## src/sv/lsp_pkg.sv

```systemverilog
package lsp_pkg;

    // Block configuration.
    localparam int CHANNELS  = 6;
    localparam int ADC_BITS  = 10;

    // Field and register widths.
    localparam int WEIGHT_W  = 16;
    localparam int FRAC_BITS = 8;
    localparam int THR_W     = 10;
    localparam int POS_W     = 8;
    localparam int CFG_IDX_W = $clog2(CHANNELS + 1);
    localparam int CFG_DATA_W = WEIGHT_W;
    localparam int CH_W      = $clog2(CHANNELS);

    // Normalized readings run from 0 to NORM_FULL.
    localparam int NORM_FULL = 100;
    localparam int N_W       = $clog2(NORM_FULL + 1);
    localparam int NORM_NUM_W = ADC_BITS + N_W;
    localparam int SUM_W     = $clog2(NORM_FULL * CHANNELS + 1);
    localparam int CMP_W     = (SUM_W > THR_W) ? SUM_W : THR_W;
    localparam int PROD_W    = WEIGHT_W + N_W + 1;
    localparam int WSUM_W    = PROD_W + $clog2(CHANNELS);

    // Shared divider operand widths. The quotient never needs to exceed
    // NORM_FULL, so it has N_W bits and saturates to all ones when it would not fit.
    localparam int QUOT_W    = N_W;
    localparam int DIV_NUM_W = WSUM_W + N_W;
    localparam int DIV_DEN_W = SUM_W + FRAC_BITS;

    // Position limits.
    localparam int POS_LIMIT = 100;

    // Configuration register indexes.
    localparam logic [CFG_IDX_W-1:0] CFG_WEIGHT_CH0    = CFG_IDX_W'(0);
    localparam logic [CFG_IDX_W-1:0] CFG_LINE_THRESHOLD = CFG_IDX_W'(CHANNELS);

    localparam logic [THR_W-1:0] THRESHOLD_RESET = THR_W'(100);

    // Item kinds.
    localparam logic KIND_CALIBRATE = 1'b0;
    localparam logic KIND_MEASURE   = 1'b1;

    typedef struct packed {
        logic                kind;
        logic [ADC_BITS-1:0] sample0;
        logic [ADC_BITS-1:0] sample1;
        logic [ADC_BITS-1:0] sample2;
        logic [ADC_BITS-1:0] sample3;
        logic [ADC_BITS-1:0] sample4;
        logic [ADC_BITS-1:0] sample5;
    } sensor_t;

    typedef struct packed {
        logic signed [POS_W-1:0] position;
        logic                    on_line;
    } result_t;

    typedef struct packed {
        logic capture;
        logic setup;
        logic div_start;
        logic take_n;
        logic mul;
        logic acc;
        logic fin_setup;
        logic emit;
    } dp_cmd_t;

    typedef struct packed {
        logic div_done;
        logic last_ch;
        logic online;
        logic out_free;
    } dp_status_t;

    typedef enum logic [3:0] {
        S_IDLE,
        S_CH_SETUP,
        S_CH_DIV,
        S_CH_WAIT,
        S_CH_MUL,
        S_CH_ACC,
        S_FIN_SETUP,
        S_FIN_DIV,
        S_FIN_WAIT,
        S_DONE
    } ctrl_state_t;

    // Reset weights: a symmetric spread from -2.5 to +2.5 in Q8.8.
    function automatic logic signed [WEIGHT_W-1:0] weight_reset(input int ch);
        logic signed [WEIGHT_W-1:0] w;
        case (ch)
            0:       w = -16'sd640;
            1:       w = -16'sd384;
            2:       w = -16'sd128;
            3:       w = 16'sd128;
            4:       w = 16'sd384;
            5:       w = 16'sd640;
            default: w = '0;
        endcase
        return w;
    endfunction

endpackage

```

## src/sv/lsp_div.sv

```systemverilog
module lsp_div (
    input  logic                            clk,
    input  logic                            rst_n,
    input  logic                            start,
    input  logic [lsp_pkg::DIV_NUM_W-1:0]   dividend,
    input  logic [lsp_pkg::DIV_DEN_W-1:0]   divisor,
    output logic                            done,
    output logic [lsp_pkg::QUOT_W-1:0]      quotient
);
    import lsp_pkg::*;

    localparam int STEP_W = $clog2(QUOT_W);

    logic [DIV_NUM_W-1:0] rem_reg;
    logic [DIV_NUM_W-1:0] dsh_reg;
    logic [QUOT_W-1:0]    q_reg;
    logic [STEP_W-1:0]    step_reg;
    logic                 run_reg;
    logic                 done_reg;
    logic                 sat_reg;
    logic                 sat_next;

    // A quotient that would not fit saturates to all ones.
    assign sat_next = dividend >= (DIV_NUM_W'(divisor) << QUOT_W);

    always_ff @(posedge clk or negedge rst_n)
    begin
        if (!rst_n)
        begin
            run_reg  <= 1'b0;
            done_reg <= 1'b0;
        end
        else if (start)
        begin
            run_reg  <= 1'b1;
            done_reg <= 1'b0;
        end
        else if (run_reg && step_reg == '0)
        begin
            run_reg  <= 1'b0;
            done_reg <= 1'b1;
        end
        else
        begin
            done_reg <= 1'b0;
        end
    end

    always_ff @(posedge clk)
    begin
        if (start)
        begin
            rem_reg  <= dividend;
            dsh_reg  <= DIV_NUM_W'(divisor) << (QUOT_W - 1);
            sat_reg  <= sat_next;
            q_reg    <= '0;
            step_reg <= STEP_W'(QUOT_W - 1);
        end
        else if (run_reg)
        begin
            if (rem_reg >= dsh_reg)
            begin
                rem_reg <= rem_reg - dsh_reg;
                q_reg   <= {q_reg[QUOT_W-2:0], 1'b1};
            end
            else
            begin
                q_reg   <= {q_reg[QUOT_W-2:0], 1'b0};
            end
            dsh_reg  <= dsh_reg >> 1;
            step_reg <= step_reg - STEP_W'(1);
        end
    end

    assign done     = done_reg;
    assign quotient = sat_reg ? '1 : q_reg;

endmodule

```

## src/sv/lsp_ctrl.sv

```systemverilog
module lsp_ctrl (
    input  logic                 clk,
    input  logic                 rst_n,
    input  logic                 sensor_valid,
    input  logic                 sensor_kind,
    output logic                 sensor_stall,
    input  lsp_pkg::dp_status_t  status,
    output lsp_pkg::dp_cmd_t     cmd
);
    import lsp_pkg::*;

    ctrl_state_t state_reg;
    ctrl_state_t state_next;

    always_ff @(posedge clk or negedge rst_n)
    begin
        if (!rst_n)
        begin
            state_reg <= S_IDLE;
        end
        else
        begin
            state_reg <= state_next;
        end
    end

    always_comb
    begin
        state_next   = state_reg;
        cmd          = '0;
        sensor_stall = 1'b1;
        case (state_reg)
            S_IDLE:
            begin
                sensor_stall = 1'b0;
                if (sensor_valid)
                begin
                    cmd.capture = 1'b1;
                    if (sensor_kind == KIND_MEASURE)
                    begin
                        state_next = S_CH_SETUP;
                    end
                end
            end
            S_CH_SETUP:
            begin
                cmd.setup  = 1'b1;
                state_next = S_CH_DIV;
            end
            S_CH_DIV:
            begin
                cmd.div_start = 1'b1;
                state_next    = S_CH_WAIT;
            end
            S_CH_WAIT:
            begin
                if (status.div_done)
                begin
                    cmd.take_n = 1'b1;
                    state_next = S_CH_MUL;
                end
            end
            S_CH_MUL:
            begin
                cmd.mul    = 1'b1;
                state_next = S_CH_ACC;
            end
            S_CH_ACC:
            begin
                cmd.acc    = 1'b1;
                state_next = status.last_ch ? S_FIN_SETUP : S_CH_SETUP;
            end
            S_FIN_SETUP:
            begin
                cmd.fin_setup = 1'b1;
                state_next    = status.online ? S_FIN_DIV : S_DONE;
            end
            S_FIN_DIV:
            begin
                cmd.div_start = 1'b1;
                state_next    = S_FIN_WAIT;
            end
            S_FIN_WAIT:
            begin
                if (status.div_done)
                begin
                    state_next = S_DONE;
                end
            end
            S_DONE:
            begin
                if (status.out_free)
                begin
                    cmd.emit   = 1'b1;
                    state_next = S_IDLE;
                end
            end
            default:
            begin
                state_next = S_IDLE;
            end
        endcase
    end

endmodule

```

## src/sv/lsp_datapath.sv

```systemverilog
module lsp_datapath (
    input  logic                              clk,
    input  logic                              rst_n,
    input  lsp_pkg::sensor_t                  sensor,
    input  logic                              cfg_en,
    input  logic [lsp_pkg::CFG_IDX_W-1:0]     cfg_index,
    input  logic [lsp_pkg::CFG_DATA_W-1:0]    cfg_data,
    input  lsp_pkg::dp_cmd_t                  cmd,
    output lsp_pkg::dp_status_t               status,
    output logic                              result_valid,
    input  logic                              result_stall,
    output lsp_pkg::result_t                  result
);
    import lsp_pkg::*;

    logic signed [WEIGHT_W-1:0] weight_reg [CHANNELS];
    logic [THR_W-1:0]           thr_reg;
    logic [ADC_BITS-1:0]        min_reg [CHANNELS];
    logic [ADC_BITS-1:0]        max_reg [CHANNELS];
    logic [ADC_BITS-1:0]        samp_reg [CHANNELS];
    logic [ADC_BITS-1:0]        in_samp [CHANNELS];
    logic signed [POS_W-1:0]    last_pos_reg;

    logic [CH_W-1:0]            ch_reg;
    logic                       span_ok_reg;
    logic [N_W-1:0]             n_reg;
    logic [SUM_W-1:0]           sum_reg;
    logic signed [PROD_W-1:0]   prod_reg;
    logic signed [WSUM_W-1:0]   wsum_reg;
    logic                       online_reg;
    logic                       neg_reg;
    logic [DIV_NUM_W-1:0]       div_num_reg;
    logic [DIV_DEN_W-1:0]       div_den_reg;
    logic                       result_valid_reg;
    result_t                    result_reg;

    logic                       div_done;
    logic [QUOT_W-1:0]          div_q;

    logic [ADC_BITS-1:0]        lo;
    logic [ADC_BITS-1:0]        hi;
    logic [ADC_BITS-1:0]        x_up;
    logic [ADC_BITS-1:0]        x_clamp;
    logic                       span_ok;
    logic [NORM_NUM_W-1:0]      norm_num;
    logic signed [PROD_W-1:0]   prod_next;
    logic [WSUM_W-1:0]          wsum_mag;
    logic [DIV_NUM_W-1:0]       mag_ext;
    logic                       online;
    logic                       out_free;
    logic [QUOT_W-1:0]          q_clamp;
    logic signed [POS_W-1:0]    q_pos;
    logic signed [POS_W-1:0]    pos_next;

    assign in_samp[0] = sensor.sample0;
    assign in_samp[1] = sensor.sample1;
    assign in_samp[2] = sensor.sample2;
    assign in_samp[3] = sensor.sample3;
    assign in_samp[4] = sensor.sample4;
    assign in_samp[5] = sensor.sample5;

    // Configuration registers and calibrated ranges.
    for (genvar i = 0; i < CHANNELS; i++)
    begin : g_ch
        always_ff @(posedge clk or negedge rst_n)
        begin
            if (!rst_n)
            begin
                weight_reg[i] <= weight_reset(i);
                min_reg[i]    <= '1;
                max_reg[i]    <= '0;
            end
            else
            begin
                if (cfg_en && cfg_index == CFG_WEIGHT_CH0 + CFG_IDX_W'(i))
                begin
                    weight_reg[i] <= $signed(cfg_data[WEIGHT_W-1:0]);
                end
                if (cmd.capture && sensor.kind == KIND_CALIBRATE)
                begin
                    if (in_samp[i] < min_reg[i])
                    begin
                        min_reg[i] <= in_samp[i];
                    end
                    if (in_samp[i] > max_reg[i])
                    begin
                        max_reg[i] <= in_samp[i];
                    end
                end
            end
        end

        always_ff @(posedge clk)
        begin
            if (cmd.capture)
            begin
                samp_reg[i] <= in_samp[i];
            end
        end
    end

    always_ff @(posedge clk or negedge rst_n)
    begin
        if (!rst_n)
        begin
            thr_reg <= THRESHOLD_RESET;
        end
        else if (cfg_en && cfg_index == CFG_LINE_THRESHOLD)
        begin
            thr_reg <= cfg_data[THR_W-1:0];
        end
    end

    // Per-channel normalization operands.
    assign lo       = min_reg[ch_reg];
    assign hi       = max_reg[ch_reg];
    assign x_up     = (samp_reg[ch_reg] < lo) ? lo : samp_reg[ch_reg];
    assign x_clamp  = (x_up > hi) ? hi : x_up;
    assign span_ok  = hi > lo;
    assign norm_num = NORM_NUM_W'(x_clamp - lo) * NORM_NUM_W'(NORM_FULL);

    assign prod_next = weight_reg[ch_reg] * $signed({1'b0, n_reg});

    // Magnitude of the weighted sum, later scaled by 100 with shifts and adds.
    assign wsum_mag = wsum_reg[WSUM_W-1] ? WSUM_W'(-wsum_reg) : WSUM_W'(wsum_reg);
    assign mag_ext  = DIV_NUM_W'(wsum_mag);
    assign online   = CMP_W'(sum_reg) > CMP_W'(thr_reg);

    always_ff @(posedge clk)
    begin
        if (cmd.capture)
        begin
            ch_reg   <= '0;
            sum_reg  <= '0;
            wsum_reg <= '0;
        end
        if (cmd.setup)
        begin
            span_ok_reg <= span_ok;
            div_num_reg <= span_ok ? DIV_NUM_W'(norm_num) : '0;
            div_den_reg <= span_ok ? DIV_DEN_W'(hi - lo) : DIV_DEN_W'(1);
        end
        if (cmd.take_n)
        begin
            n_reg <= span_ok_reg ? (N_W'(NORM_FULL) - N_W'(div_q)) : '0;
        end
        if (cmd.mul)
        begin
            prod_reg <= prod_next;
            sum_reg  <= sum_reg + SUM_W'(n_reg);
        end
        if (cmd.acc)
        begin
            wsum_reg <= wsum_reg + WSUM_W'(prod_reg);
            ch_reg   <= ch_reg + CH_W'(1);
        end
        if (cmd.fin_setup)
        begin
            online_reg  <= online;
            neg_reg     <= wsum_reg[WSUM_W-1];
            div_num_reg <= (mag_ext << 6) + (mag_ext << 5) + (mag_ext << 2);
            div_den_reg <= DIV_DEN_W'({sum_reg, {FRAC_BITS{1'b0}}});
        end
    end

    lsp_div u_div (
        .clk      (clk),
        .rst_n    (rst_n),
        .start    (cmd.div_start),
        .dividend (div_num_reg),
        .divisor  (div_den_reg),
        .done     (div_done),
        .quotient (div_q)
    );

    // Final position.
    assign q_clamp = (div_q > QUOT_W'(POS_LIMIT)) ? QUOT_W'(POS_LIMIT) : div_q;
    assign q_pos   = $signed(POS_W'(q_clamp));

    always_comb
    begin
        if (online_reg)
        begin
            pos_next = neg_reg ? -q_pos : q_pos;
        end
        else if (last_pos_reg < 0)
        begin
            pos_next = -POS_W'(POS_LIMIT);
        end
        else
        begin
            pos_next = POS_W'(POS_LIMIT);
        end
    end

    assign out_free = !result_valid_reg || !result_stall;

    always_ff @(posedge clk or negedge rst_n)
    begin
        if (!rst_n)
        begin
            result_valid_reg <= 1'b0;
            last_pos_reg     <= '0;
        end
        else if (cmd.emit)
        begin
            result_valid_reg <= 1'b1;
            last_pos_reg     <= pos_next;
        end
        else if (!result_stall)
        begin
            result_valid_reg <= 1'b0;
        end
    end

    always_ff @(posedge clk)
    begin
        if (cmd.emit)
        begin
            result_reg.position <= pos_next;
            result_reg.on_line  <= online_reg;
        end
    end

    assign status.div_done = div_done;
    assign status.last_ch  = ch_reg == CH_W'(CHANNELS - 1);
    assign status.online   = online;
    assign status.out_free = out_free;

    assign result_valid = result_valid_reg;
    assign result       = result_reg;

endmodule

```

## src/sv/line_sensor_position_estimator_core.sv

```systemverilog
// Line sensor position estimator. Each item on the sensor channel carries six
// raw ADC readings and a kind bit. A calibration item widens every channel's
// minimum and maximum, is taken in the idle state and gives no result. A measure
// item maps each reading inversely onto 0..100 within its calibrated range,
// forms the weighted centroid with the signed Q8.8 weights and reports a
// position of -100..+100 with an on-line flag; when the normalized sum does
// not exceed the line threshold the position jumps to the extreme on the side
// of the last reported position. All seven divisions of a measure item share
// one restoring divider that yields one quotient bit per cycle, and the block
// stalls the sensor channel until the measure item is done; the final division
// is skipped when the line is lost. A finished result sits in an output
// register, so the next item is accepted while it waits to be taken.
// Configuration registers are written through cfg_en, cfg_index and cfg_data;
// the user must write them only while the block is idle, as the block itself
// does not enforce this.
module line_sensor_position_estimator_core (
    input  logic                              clk,
    input  logic                              rst_n,
    input  logic                              sensor_valid,
    output logic                              sensor_stall,
    input  lsp_pkg::sensor_t                  sensor,
    output logic                              result_valid,
    input  logic                              result_stall,
    output lsp_pkg::result_t                  result,
    input  logic                              cfg_en,
    input  logic [lsp_pkg::CFG_IDX_W-1:0]     cfg_index,
    input  logic [lsp_pkg::CFG_DATA_W-1:0]    cfg_data
);
    import lsp_pkg::*;

    dp_cmd_t    cmd;
    dp_status_t status;

    // The controller sequences the channels through the shared divider and
    // multiplier; the datapath holds every register that carries data.
    lsp_ctrl u_ctrl (
        .clk          (clk),
        .rst_n        (rst_n),
        .sensor_valid (sensor_valid),
        .sensor_kind  (sensor.kind),
        .sensor_stall (sensor_stall),
        .status       (status),
        .cmd          (cmd)
    );

    lsp_datapath u_datapath (
        .clk          (clk),
        .rst_n        (rst_n),
        .sensor       (sensor),
        .cfg_en       (cfg_en),
        .cfg_index    (cfg_index),
        .cfg_data     (cfg_data),
        .cmd          (cmd),
        .status       (status),
        .result_valid (result_valid),
        .result_stall (result_stall),
        .result       (result)
    );

endmodule
```

## config.mk

```make
export PLATFORM = sky130hd
export DESIGN_NAME = line_sensor_position_estimator_core
export DESIGN_NICKNAME = d
export VERILOG_FILES = /design/src/sv/lsp_pkg.sv /design/src/sv/lsp_div.sv /design/src/sv/lsp_ctrl.sv /design/src/sv/lsp_datapath.sv /design/src/sv/line_sensor_position_estimator_core.sv
export SDC_FILE = /design/constraint.sdc
export NUM_CORES = 2
export LEC_CHECK = 0
export CELL_PAD_IN_SITES_DETAIL_PLACEMENT = 1
export CELL_PAD_IN_SITES_GLOBAL_PLACEMENT = 1
export CORE_ASPECT_RATIO = 1.25
export CORE_MARGIN = 2
export CORE_UTILIZATION = 50
export DETAILED_ROUTE_END_ITERATION = 7
export DONT_BUFFER_PORTS = 1
export HOLD_SLACK_MARGIN = 0.15
export PLACE_DENSITY = 0.82
export RECOVER_POWER = 50
export SLEW_MARGIN = 10
export SYNTH_ARGS = -nofsm -noshare
export SYNTH_HDL_FRONTEND = slang
export SYNTH_SLANG_ARGS = --single-unit
export TNS_END_PERCENT = 20
```

## constraint.sdc

```tcl
create_clock -name clk -period 10.2 [get_ports clk]
set_input_delay 0.51 -clock clk [delete_from_list [all_inputs] [get_ports clk]]
set_output_delay 0.51 -clock clk [all_outputs]
set_load 0.005 [all_outputs]
```

==> qor.yml <==
status: "finished with violations"
failed_checks: "max-capacitance violations, max-slew violations"
cp_max_fo: 20
start_util_pct: 50.3
path_buf_inv: 6
synth_fp_nets: 4008
tritoncts: "built"
cp_data_required_time_ps: 10540
synth_seq_area_share_pct: 37.9
clock_path_buffers: 3
vias_per_cell: 5.96
ys_types: 77
crit_type: "flip-flop to flip-flop"
pre_cts_slack_ps: 742
dr.first_iter.drc_count: 1521
vias: 26900
largest_register_ffs: 96
critPathMostFrequentCell: "ha_1"
avgSynthCellArea_um2: 10.5
clock_sinks: 499
cts_made_buffers: 54
critPathSlowestCell: "fa_1"
gp_routability_congestion: 0.902
ir_drop_mv: 0.149
fin_setup_tns_ps: 0
wirelength_mm: 108
grt.overflow.total: 0
grt_pass1_vias: 29900
crit_family: "adder cells"
drive_above_1_share_pct: 13.7
hold_start: "sensor[40]"
timing.final.ws_setup_ps: 741
firstDrtPassIters: 5
rsz0062_at_grt: "false"
ys.flop_type: "edfxtp_1"
place_area_um2: 37100
hold_viol: 0
dp_hpwl_mm: 75.3
maxCapViolations: 7
hp-class: "input port to flip-flop"
drv_slew: 431
clk_latency_ps: 640
period_share_pct: 92.7
fin_skew_ps: 30.1
grt_pass1_wl_mm: 170
worstSetupStartpoint: "u_datapath.ch_reg[1]$_DFFE_PN_"
route.met2.wl_mm: 54.8
max_freq_mhz: 106
drc: 0
final_nets: 4079
post_cts_buffers: 0
cts.clk_slew.worst_paths_ps: 70
port_buffers: 0
postLayoutCellArea_um2: 39700
cts_root_buffer: "clkbuf_16"
fin_util_pct: 55.3
reg2reg_from: "u_datapath.ch_reg[1]$_DFFE_PN_"
wl_met1_mm: 41.6
powerDensity_nw_per_um2: 115
timing.hold.ws_ps: 204
worst_pin_slew_ps: 4930
synthArstFlopShare_pct: 46.9
finalSetupViolCount: 0
end_kind: "flip-flop"
die_h_um: 304
yosys_warnings: 0
fin_crit_ps: 9460
start_kind: "flip-flop"
ant_nets: 0
cp.arrival_ps: 9800
core_area_um2: 71700
io_pins: 96
grt_usage_pct: 29.1
leakagePower_nw: 17.2
syn-cell-area_um2: 36100
htreeDepth: 2
layout-area-overhead-vs-synth_pct: 9.97
grt_max_degree: 235
cp_slowest_stage_delay_ps: 500
syn_inst: 3443
die_area_um2: 74300
rows: 110
relSlewSlack_pct: -229
synth.ff_latch_count: 499
route.met3.wl_mm: 5.67
wl_per_cell_um: 24.0
antenna_found_initial: 3
synth_edf_count: 238
top_layer: "met4"
die_x_um: 244
layer usage:
layer | vias to the layer above | GRT usage, %
li1 | 12200 | -
met1 | 13600 | 33.4
met2 | 829 | 51.9
met3 | 337 | 4.89
met4 | 0 | 15.0
met5 | - | 0
what timing repair did:
item                                    in CTS  in global routing
endpoints found under the setup margin       0                  2
resized for setup                            0                  3
endpoints found under the hold margin      520                  0
hold buffers                                79                  0
path summary, 6_finish.rpt:
kind	to	slack (ps)	cells past startpoint
worst min-delay path	u_datapath.max_reg[40]$_DFFE_PN0P_	200	2
worst max-delay path	u_datapath.div_num_reg[16]$_DFFE_PP_	740	40
max in group asynchronous	u_datapath.max_reg[7]$_DFFE_PN0P_	2220	3
worst min register to register	u_datapath.u_div.done$_DFF_PN0_	480	1
worst max register to register	u_datapath.div_num_reg[16]$_DFFE_PP_	740	40
min in group asynchronous	u_datapath.thr_reg[8]$_DFFE_PN0P_	2330	2
worst register-to-register path, delay by kind of cell, from the launching register on:
kind                     cells  cell delay [ps]
flip-flops                   1              380
multiplexers                 2              730
XOR/XNOR                     3              540
adder cells (fa/ha/maj)      8             2480
buffers and inverters        6             1050
AND/OR/NAND/NOR             11             2160
AO/OA/AOI/OAI               10             1830
synth_stat cells, types with 27 or more instances:
library cell / count / area share, %
nor2_1: 214 / 2.2
mux2_2: 227 / 7.1
nor3_1: 31 / 0.43
dfxtp_1: 27 / 1.5
xor2_1: 61 / 1.5
nand4_1: 36 / 0.62
a21oi_1: 203 / 2.8
nor2b_1: 103 / 1.8
nand2b_1: 53 / 0.92
inv_1: 432 / 4.5
clkbuf_1: 73 / 0.76
a21o_1: 62 / 1.3
xnor2_1: 108 / 2.6
fa_1: 124 / 6.9
nand3_1: 53 / 0.74
nand2_1: 197 / 2.1
edfxtp_1: 238 / 20
mux2i_1: 58 / 1.6
dfstp_2: 93 / 6.8
mux4_2: 46 / 2.9
ha_1: 356 / 12
dfrtp_1: 141 / 9.8
o21ai_0: 173 / 2.4
power by group:
part           switching (mW)  total (mW)  internal, mW
registers              0.0604        2.27          2.21
clock network           0.886        2.00          1.12
logic                   0.145       0.302         0.157
total                    1.09        4.58          3.49
logic make-up after synthesis:
kind of cell | Yosys count | share of synthesized area (%)
adders and majority gates | 480 | 19.2
buffers and inverters | 533 | 5.62
and+or+nand+nor | 784 | 10.6
DFF | 499 | 37.9
xor gates and xnor gates | 169 | 4.10
AOI/OAI and AO/OA | 646 | 10.9
muxes | 332 | 11.6
stage by stage:
stage               total power, mW  std cells
finish                         4.58       4514
CTS                            4.57       4511
detailed placement             2.52       4330
global route                   4.71       4514
global placement               2.49       4330
floorplan                      2.46       3443
final cells by class:
| cell class | instances | area [um^2] |
|---|---|---|
| antenna | 2 | 5.00 |
| timing repair buffer | 112 | 1010 |
| inverter | 436 | 1640 |
| clock buffer | 69 | 1460 |
| tap | 952 | 1190 |
| fill | 7677 | 32100 |
| sequential | 499 | 13700 |
| multi-input combinational | 2411 | 20400 |
| clock inverter | 33 | 309 |
layout by cell type (no fill, tap or decap), drive strengths merged, types with 25 or more instances in the layout:
cell type	count
nor2b	103
nor2	214
a21o	62
mux4	46
nand4	36
nand3	53
mux2	228
ha	356
edfxtp	238
dfxtp	27
buf	26
fa	124
nor3	31
or3	25
clkinv	28
nand2b	53
xnor2	108
inv	435
clkbuf	77
xor2	61
mux2i	58
a21oi	203
dfrtp	141
dlygate4sd3	78
o21ai	187
nand2	197
dfstp	93
(Power assumes the default switching activity.)
